## config.mk

```make
export PLATFORM = sky130hd
export DESIGN_NAME = image_contrast_stretch
export DESIGN_NICKNAME = d
export VERILOG_FILES = /design/src/ics_pkg.sv /design/src/image_contrast_stretch.sv /design/src/ics_front.sv /design/src/ics_queue.sv /design/src/ics_back.sv
export VERILOG_INCLUDE_DIRS = /design/src /design/src/src
export SDC_FILE = /design/constraint.sdc
export NUM_CORES = 1
export LEC_CHECK = 0
export ABC_AREA = 1
export BUFFER_PORTS_ARGS = -buffer_cell sky130_fd_sc_hd__buf_2
export CAP_MARGIN = 20
export CORE_AREA = 2 2 111 113
export DETAILED_ROUTE_END_ITERATION = 7
export DIE_AREA = 0 0 113 115
export PLACE_DENSITY_LB_ADDON = 0.08
export SYNTH_ARGS = -nofsm -noshare
export SYNTH_HDL_FRONTEND = slang
export SYNTH_SLANG_ARGS = --single-unit
```

## constraint.sdc

```tcl
create_clock -name i_clk -period 2.6 [get_ports i_clk]
set_input_delay 0.52 -clock i_clk [delete_from_list [all_inputs] [get_ports i_clk]]
set_output_delay 0.52 -clock i_clk [all_outputs]
set_load 0.005 [all_outputs]
```

## src/image_contrast_stretch_macros.svh

```systemverilog
// ----------------------------------------------------------------------------
// image_contrast_stretch_macros.svh
// Assertion macros for the contrast stretch block.
// ----------------------------------------------------------------------------
`ifndef IMAGE_CONTRAST_STRETCH_MACROS_SVH
`define IMAGE_CONTRAST_STRETCH_MACROS_SVH

`ifndef NO_ASSERTIONS

`define ICS_ASSERT(lbl, clk, rst_n, cond) \
    lbl: assert property (@(posedge clk) disable iff (!rst_n) (cond)) \
        else $error("ics assertion failed");

`define ICS_ASSERT_IMPL(lbl, clk, rst_n, ante, cons) \
    lbl: assert property (@(posedge clk) disable iff (!rst_n) (ante) |-> (cons)) \
        else $error("ics implication failed");

`else

`define ICS_ASSERT(lbl, clk, rst_n, cond)

`define ICS_ASSERT_IMPL(lbl, clk, rst_n, ante, cons)

`endif

`endif

```

## src/ics_pkg.sv

```systemverilog
// ----------------------------------------------------------------------------
// ics_pkg
// Shared types and constants of the contrast stretch block.
// ----------------------------------------------------------------------------
`default_nettype none

package ics_pkg;

    localparam int PIX_W   = 8;
    localparam int QDEPTH  = 2;
    localparam int QPTR_W  = $clog2(QDEPTH);
    localparam int QCNT_W  = $clog2(QDEPTH + 1);
    localparam int DIV_STEPS = PIX_W;
    localparam int STEP_W  = $clog2(DIV_STEPS);

    typedef enum logic [1:0] {
        CLS_ZERO = 2'd0,
        CLS_FULL = 2'd1,
        CLS_DIV  = 2'd2
    } t_cls;

    typedef struct packed {
        t_cls             cls;
        logic [PIX_W-1:0] diff;
        logic [PIX_W-1:0] span;
        logic             last;
    } t_entry;

    typedef struct packed {
        logic full;
        logic empty;
    } t_qstat;

endpackage

`default_nettype wire

```

## src/image_contrast_stretch.sv

```systemverilog
// ----------------------------------------------------------------------------
// image_contrast_stretch
// Two-pass min-max contrast stretch of 8-bit grey pixels.
//
//   channel   direction  handshake          word
//   input     in         i_valid / o_stall  i_kind, i_pixel, i_last
//   output    out        o_valid / i_stall  o_stretched, o_final_res
//
// Measuring words are taken one per cycle while the queue has room.
// The back resolves a normalizing word directly when it saturates or the
// image is flat, otherwise by a load and 8 restoring divider steps.
// The 2-entry queue lets the front keep accepting while the back divides.
// Synchronous active-low reset; no clearing pass.
// ----------------------------------------------------------------------------
`default_nettype none

`include "image_contrast_stretch_macros.svh"

module image_contrast_stretch
    import ics_pkg::*;
(
    input  wire logic             i_clk,
    input  wire logic             i_rst_n,
    input  wire logic             i_valid,
    output logic                  o_stall,
    input  wire logic             i_kind,
    input  wire logic [PIX_W-1:0] i_pixel,
    input  wire logic             i_last,
    output logic                  o_valid,
    input  wire logic             i_stall,
    output logic [PIX_W-1:0]      o_stretched,
    output logic                  o_final_res
);

    t_qstat qstat;
    t_entry push_entry;
    t_entry head;
    logic   q_push;
    logic   q_pop;

    ics_front u_front (
        .i_clk   (i_clk),
        .i_rst_n (i_rst_n),
        .i_valid (i_valid),
        .i_kind  (i_kind),
        .i_pixel (i_pixel),
        .i_last  (i_last),
        .i_qstat (qstat),
        .o_stall (o_stall),
        .o_push  (q_push),
        .o_entry (push_entry)
    );

    ics_queue u_queue (
        .i_clk   (i_clk),
        .i_rst_n (i_rst_n),
        .i_push  (q_push),
        .i_entry (push_entry),
        .i_pop   (q_pop),
        .o_head  (head),
        .o_qstat (qstat)
    );

    ics_back u_back (
        .i_clk       (i_clk),
        .i_rst_n     (i_rst_n),
        .i_head      (head),
        .i_qstat     (qstat),
        .i_stall     (i_stall),
        .o_pop       (q_pop),
        .o_valid     (o_valid),
        .o_stretched (o_stretched),
        .o_final_res (o_final_res)
    );

    `ICS_ASSERT_IMPL(a_no_push_full, i_clk, i_rst_n, q_push, !qstat.full)
    `ICS_ASSERT_IMPL(a_no_pop_empty, i_clk, i_rst_n, q_pop, !qstat.empty)
    `ICS_ASSERT_IMPL(a_measure_no_push, i_clk, i_rst_n, i_valid && !o_stall && !i_kind, !q_push)

endmodule

`default_nettype wire

```

## src/ics_front.sv

```systemverilog
// ----------------------------------------------------------------------------
// ics_front
// Accepts words, tracks min/max, classifies normalizing words for the back.
// ----------------------------------------------------------------------------
`default_nettype none

module ics_front
    import ics_pkg::*;
(
    input  wire logic             i_clk,
    input  wire logic             i_rst_n,
    input  wire logic             i_valid,
    input  wire logic             i_kind,
    input  wire logic [PIX_W-1:0] i_pixel,
    input  wire logic             i_last,
    input  wire t_qstat           i_qstat,
    output logic                  o_stall,
    output logic                  o_push,
    output t_entry                o_entry
);

    logic [PIX_W-1:0] r_low,  n_low;
    logic [PIX_W-1:0] r_high, n_high;
    logic             r_awaiting, n_awaiting;
    logic             accept;

    assign o_stall = i_qstat.full;
    assign accept  = i_valid && !i_qstat.full;
    assign o_push  = accept && i_kind;

    always_comb begin
        o_entry.diff = i_pixel - r_low;
        o_entry.span = r_high - r_low;
        o_entry.last = i_last;
        if (r_high <= r_low) begin
            o_entry.cls = CLS_ZERO;
        end else if (i_pixel <= r_low) begin
            o_entry.cls = CLS_ZERO;
        end else if (i_pixel >= r_high) begin
            o_entry.cls = CLS_FULL;
        end else begin
            o_entry.cls = CLS_DIV;
        end
    end

    always_comb begin
        n_low      = r_low;
        n_high     = r_high;
        n_awaiting = r_awaiting;
        if (accept && !i_kind) begin
            n_awaiting = 1'b0;
            if (r_awaiting) begin
                n_low  = i_pixel;
                n_high = i_pixel;
            end else begin
                if (i_pixel > r_high) n_high = i_pixel;
                if (i_pixel < r_low)  n_low  = i_pixel;
            end
        end else if (accept && i_last) begin
            n_awaiting = 1'b1;
        end
    end

    always_ff @(posedge i_clk) begin
        if (!i_rst_n) begin
            r_low      <= '0;
            r_high     <= '0;
            r_awaiting <= 1'b1;
        end else begin
            r_low      <= n_low;
            r_high     <= n_high;
            r_awaiting <= n_awaiting;
        end
    end

endmodule

`default_nettype wire

```

## src/ics_queue.sv

```systemverilog
// ----------------------------------------------------------------------------
// ics_queue
// Short FIFO of classified words between front and back.
// ----------------------------------------------------------------------------
`default_nettype none

module ics_queue
    import ics_pkg::*;
(
    input  wire logic   i_clk,
    input  wire logic   i_rst_n,
    input  wire logic   i_push,
    input  wire t_entry i_entry,
    input  wire logic   i_pop,
    output t_entry      o_head,
    output t_qstat      o_qstat
);

    t_entry              r_mem [QDEPTH];
    logic [QPTR_W-1:0]   r_wr;
    logic [QPTR_W-1:0]   r_rd;
    logic [QCNT_W-1:0]   r_cnt;

    assign o_head        = r_mem[r_rd];
    assign o_qstat.full  = (r_cnt == QCNT_W'(QDEPTH));
    assign o_qstat.empty = (r_cnt == '0);

    always_ff @(posedge i_clk) begin
        if (i_push) begin
            r_mem[r_wr] <= i_entry;
        end
    end

    always_ff @(posedge i_clk) begin
        if (!i_rst_n) begin
            r_wr  <= '0;
            r_rd  <= '0;
            r_cnt <= '0;
        end else begin
            if (i_push) r_wr <= r_wr + 1'b1;
            if (i_pop)  r_rd <= r_rd + 1'b1;
            case ({i_push, i_pop})
                2'b10:   r_cnt <= r_cnt + 1'b1;
                2'b01:   r_cnt <= r_cnt - 1'b1;
                default: r_cnt <= r_cnt;
            endcase
        end
    end

endmodule

`default_nettype wire

```

## src/ics_back.sv

```systemverilog
// ----------------------------------------------------------------------------
// ics_back
// Restoring divider for (p-min)*255/(max-min) and the output register.
// ----------------------------------------------------------------------------
`default_nettype none

module ics_back
    import ics_pkg::*;
(
    input  wire logic             i_clk,
    input  wire logic             i_rst_n,
    input  wire t_entry           i_head,
    input  wire t_qstat           i_qstat,
    input  wire logic             i_stall,
    output logic                  o_pop,
    output logic                  o_valid,
    output logic [PIX_W-1:0]      o_stretched,
    output logic                  o_final_res
);

    typedef enum logic {
        ST_IDLE,
        ST_DIV
    } t_state;

    t_state               r_state, n_state;
    logic [STEP_W-1:0]    r_cnt, n_cnt;
    logic [PIX_W-1:0]     r_rem, n_rem;
    logic [PIX_W-1:0]     r_lsb, n_lsb;
    logic [PIX_W-1:0]     r_span, n_span;
    logic [PIX_W-1:0]     r_q, n_q;
    logic                 r_last, n_last;
    logic                 r_out_valid, n_out_valid;
    logic [PIX_W-1:0]     r_stretched, n_stretched;
    logic                 r_final, n_final;

    logic                 out_free;
    logic [2*PIX_W-1:0]   dividend;
    logic [PIX_W:0]       trial;
    logic [PIX_W:0]       trial_sub;
    logic                 ge;
    logic [PIX_W-1:0]     rem_next;

    assign out_free    = !r_out_valid || !i_stall;
    assign o_valid     = r_out_valid;
    assign o_stretched = r_stretched;
    assign o_final_res = r_final;

    // x*255 = (x<<8) - x
    assign dividend  = {i_head.diff, {PIX_W{1'b0}}} - {{PIX_W{1'b0}}, i_head.diff};
    assign trial     = {r_rem, r_lsb[PIX_W-1]};
    assign trial_sub = trial - {1'b0, r_span};
    assign ge        = (trial >= {1'b0, r_span});
    assign rem_next  = ge ? trial_sub[PIX_W-1:0] : trial[PIX_W-1:0];

    always_comb begin
        n_state     = r_state;
        n_cnt       = r_cnt;
        n_rem       = r_rem;
        n_lsb       = r_lsb;
        n_span      = r_span;
        n_q         = r_q;
        n_last      = r_last;
        n_out_valid = r_out_valid;
        n_stretched = r_stretched;
        n_final     = r_final;
        o_pop       = 1'b0;
        if (r_out_valid && !i_stall) n_out_valid = 1'b0;
        case (r_state)
            ST_IDLE: begin
                if (!i_qstat.empty && out_free) begin
                    o_pop = 1'b1;
                    case (i_head.cls)
                        CLS_FULL: begin
                            n_out_valid = 1'b1;
                            n_stretched = '1;
                            n_final     = i_head.last;
                        end
                        CLS_DIV: begin
                            n_rem   = dividend[2*PIX_W-1:PIX_W];
                            n_lsb   = dividend[PIX_W-1:0];
                            n_span  = i_head.span;
                            n_last  = i_head.last;
                            n_q     = '0;
                            n_cnt   = '0;
                            n_state = ST_DIV;
                        end
                        default: begin
                            n_out_valid = 1'b1;
                            n_stretched = '0;
                            n_final     = i_head.last;
                        end
                    endcase
                end
            end
            ST_DIV: begin
                if (r_cnt != STEP_W'(DIV_STEPS - 1)) begin
                    n_rem = rem_next;
                    n_lsb = {r_lsb[PIX_W-2:0], 1'b0};
                    n_q   = {r_q[PIX_W-2:0], ge};
                    n_cnt = r_cnt + 1'b1;
                end else if (out_free) begin
                    n_out_valid = 1'b1;
                    n_stretched = {r_q[PIX_W-2:0], ge};
                    n_final     = r_last;
                    n_state     = ST_IDLE;
                end
            end
            default: begin
                n_state = ST_IDLE;
            end
        endcase
    end

    always_ff @(posedge i_clk) begin
        r_rem       <= n_rem;
        r_lsb       <= n_lsb;
        r_span      <= n_span;
        r_q         <= n_q;
        r_last      <= n_last;
        r_stretched <= n_stretched;
        r_final     <= n_final;
        if (!i_rst_n) begin
            r_state     <= ST_IDLE;
            r_cnt       <= '0;
            r_out_valid <= 1'b0;
        end else begin
            r_state     <= n_state;
            r_cnt       <= n_cnt;
            r_out_valid <= n_out_valid;
        end
    end

endmodule

`default_nettype wire

```

==> impl_metrics.yaml <==
outcome:
  status: "finished with violations"
  violations: "DRC"
sta:
  fin_crit_ns: 2.25
  setup_ws_ns: 0.348
  setup_viol: 0
  worst_pin_slew_ns: 0.547
  setup_tns_ns: 0
  fin_crit_sh: 0.866
  timing.final.hold_violations: 0
  finClkSkew_ns: 0.00794
  fmax_mhz: 444
  finalMaxSlewViolations: 0
  slew_headroom: 0.631
  rsz0062_at_grt: "no"
hold_path:
  hp-class: "in -> reg"
place:
  post-place-ws_ns: 0.267
  dp.cells: 810
  port_buffers: 24
  gp_congestion: 0.901
  hpwlAfterDp_mm: 8.22
drt:
  wl_met2_mm: 5.43
  ant_nets: 0
  route.detailed.drc: 2
  wl_per_cell_microns: 13.3
  firstDrtPassIters: 6
  num_vias: 4199
  highest_layer: "met4"
  routed_wirelength_mm: 11.0
  wl_met1_mm: 5.21
  viasPerCell: 5.08
  drtIter0Drc: 204
  wl_met3_microns: 237
clock_tree:
  cts_tree: "built"
  h-tree-depth: 3
  clock_latency_ns: 0.35
  cts_buffer_depth: 2
  cts_sinks: 106
  postCtsResizedCells: 0
  cts-root-buf: "clkbuf_16"
  cts_hold_buf: 0
  cts.reportedPaths.clkPinSlew_ns: 0.07
  numCtsBuffers: 9
  post_cts_buffers: 0
pwr:
  vdd_drop_max_mv: 0.330
  p_switching_mw: 2.43
  power_frac_clock: 0.213
  leakage_nw: 2.88
  p_int_mw: 4.28
  power.total_mw: 6.71
  power_density_mw_per_mm2: 1050
  swShare: 0.362
  pwr-share-comb: 0.389
  seq_power_share: 0.399
setup_path:
  critPathMaxFanout: 15
  startpoint_type: "register"
  critPathArrivalTime_ns: 2.34
  crit_path_end_kind: "register"
  cp.required_ns: 2.69
  critPathKind: "reg -> reg"
flow_run:
  max-cap-violations: 0
synthesis:
  synth-seq-cells: 106
  ys.flop_type: "edfxtp_1"
  synth-async-reset-ratio: 0
  syn_area_sq_mm: 0.00577
  ys_types: 37
  synthesis.nets: 697
  avgSynthCellArea_sq_um: 8.97
  synthCells: 643
  synth-edff-count: 79
  yosysWarnings: 0
  yosysSeqAreaShare: 0.505
floorplan:
  die-area_sq_mm: 0.0130
  rows: 40
  die_h_microns: 115
  core-area_sq_mm: 0.0118
  design.portCount: 25
  die_x_microns: 113
  start_util: 0.488
global_routing:
  grt_max_degree: 33
  grt_use_total: 0.179
  grt_pass1_vias: 3893
  antenna_found_initial: 0
  grt_pass1_wl_mm: 18.6
  gr-total-overflow: 0
layout:
  num-fill-cells: 1069
  area.growth.synth_to_final_pct: 10.8
  fin_nets: 728
  antenna_cells: 0
  final_cells: 826
  drive_above_1_share: 0.105
## sequential cells by signal, indices dropped and copies added (netlist names), 2 cells and up, named ones only
| register | flops |
|---|---|
| u_queue.r_mem | 38 |
| u_back.o_stretched | 8 |
| u_back.r_lsb | 8 |
| u_back.r_rem | 8 |
| u_back.r_span | 8 |
| u_front.r_high | 8 |
| u_front.r_low | 8 |
| u_back.r_q | 7 |
| u_back.r_cnt | 3 |
| u_queue.r_cnt | 2 |
## path summary, 6_finish.rpt
path | end | cells after the start | slack (ns) | start
max | u_back.r_rem[0] | 8 | 0.35 | register
min | u_queue.r_mem[1][0] | 1 | 0.40 | i_last
max reg2reg | u_back.r_rem[0] | 8 | 0.35 | register
min reg2reg | u_back.r_cnt[2] | 2 | 0.47 | u_back.r_cnt[2]
## placed cells by master (no fill, tap or decap), types with 2 or more instances in the layout
master	count
nand2_1	159
inv_1	92
edfxtp_1	79
nor2_1	45
nand3_1	44
a21oi_1	40
ha_1	37
dfxtp_1	27
buf_2	24
o21ai_0	23
xor2_1	12
buf_4	10
mux2_2	9
clkbuf_16	9
nand4_1	8
nand3b_1	8
a21o_1	6
nor2_2	6
a31oi_1	4
xnor2_1	4
o21ai_1	4
nand2_2	4
fa_1	3
nor3_1	2
o21ai_2	2
o211ai_1	2
bufinv_16	2
clkbuf_1	2
## routing by layer
layer | up-vias | track usage
met3 | 8 | 0.0337
met1 | 1945 | 0.239
li1 | 2197 | -
met2 | 49 | 0.297
met5 | - | 0
met4 | 0 | 0.0602
## through the flow
stage | instance area [sq um] | util | hold slack (ns)
final | 6390 | 0.541 | 0.404
after global routing | 6390 | 0.541 | 0.394
after CTS | 6390 | 0.541 | 0.390
after detailed placement | 6080 | 0.515 | 0.454
after global placement | 6080 | 0.515 | 0.437
after floorplan | 5770 | - | 0.425
## synth_stat cells (8+ instances only)
cell      count  area [sq um]
nand2_1     159           597
inv_1        92           345
edfxtp_1     79          2370
nor2_1       46           173
nand3_1      44           220
a21oi_1      40           200
ha_1         37           463
dfxtp_1      27           541
o21ai_0      23           115
xor2_1       12           105
mux2_2        9           101
nand3b_1      8          60.1
nand4_1       8          50.1
## power groups by stage
stage	Combinational, mW	Sequential [mW]	Clock (mW)
final	2.61	2.67	1.43
after global routing	3.00	2.72	1.53
after CTS	2.63	2.68	1.46
after detailed placement	2.62	2.71	0
after global placement	2.55	2.70	0
after floorplan	1.98	2.65	0
## layout make-up
type	instances	area (sq um)	share of cell area
Sequential cell	106	2910	0.456
Tap cell	147	184	0.0288
Inverter	92	345	0.0540
Clock inverter	5	80.1	0.0125
Multi-Input combinational cell	431	2440	0.382
Timing Repair Buffer	34	195	0.0305
Clock buffer	11	233	0.0364
## worst max-delay path, stage by stage (launching register included)
cell and delay, ns:
dfxtp_1 0.63, nand2_1 0.11, o21ai_1 0.26, ha_1 0.30, inv_1 0.10, nor3_2 0.23, nand2_1 0.10, o21ai_1 0.20
nand2_1 0.07
## kinds of logic (layout without fill, tap and decap cells)
| kind of cell | Yosys count | count (layout) | synth area share |
|---|---|---|---|
| XOR/XNOR | 16 | 16 | 0.0243 |
| AND/OR/NAND/NOR | 281 | 281 | 0.209 |
| AO/OA/AOI/OAI | 85 | 85 | 0.0813 |
| multiplexers | 9 | 9 | 0.0176 |
| buffers and inverters | 106 | 142 | 0.0720 |
| adder cells (fa/ha/maj) | 40 | 40 | 0.0907 |
| flip-flops | 106 | 106 | 0.505 |
(Power assumes the default switching activity.)
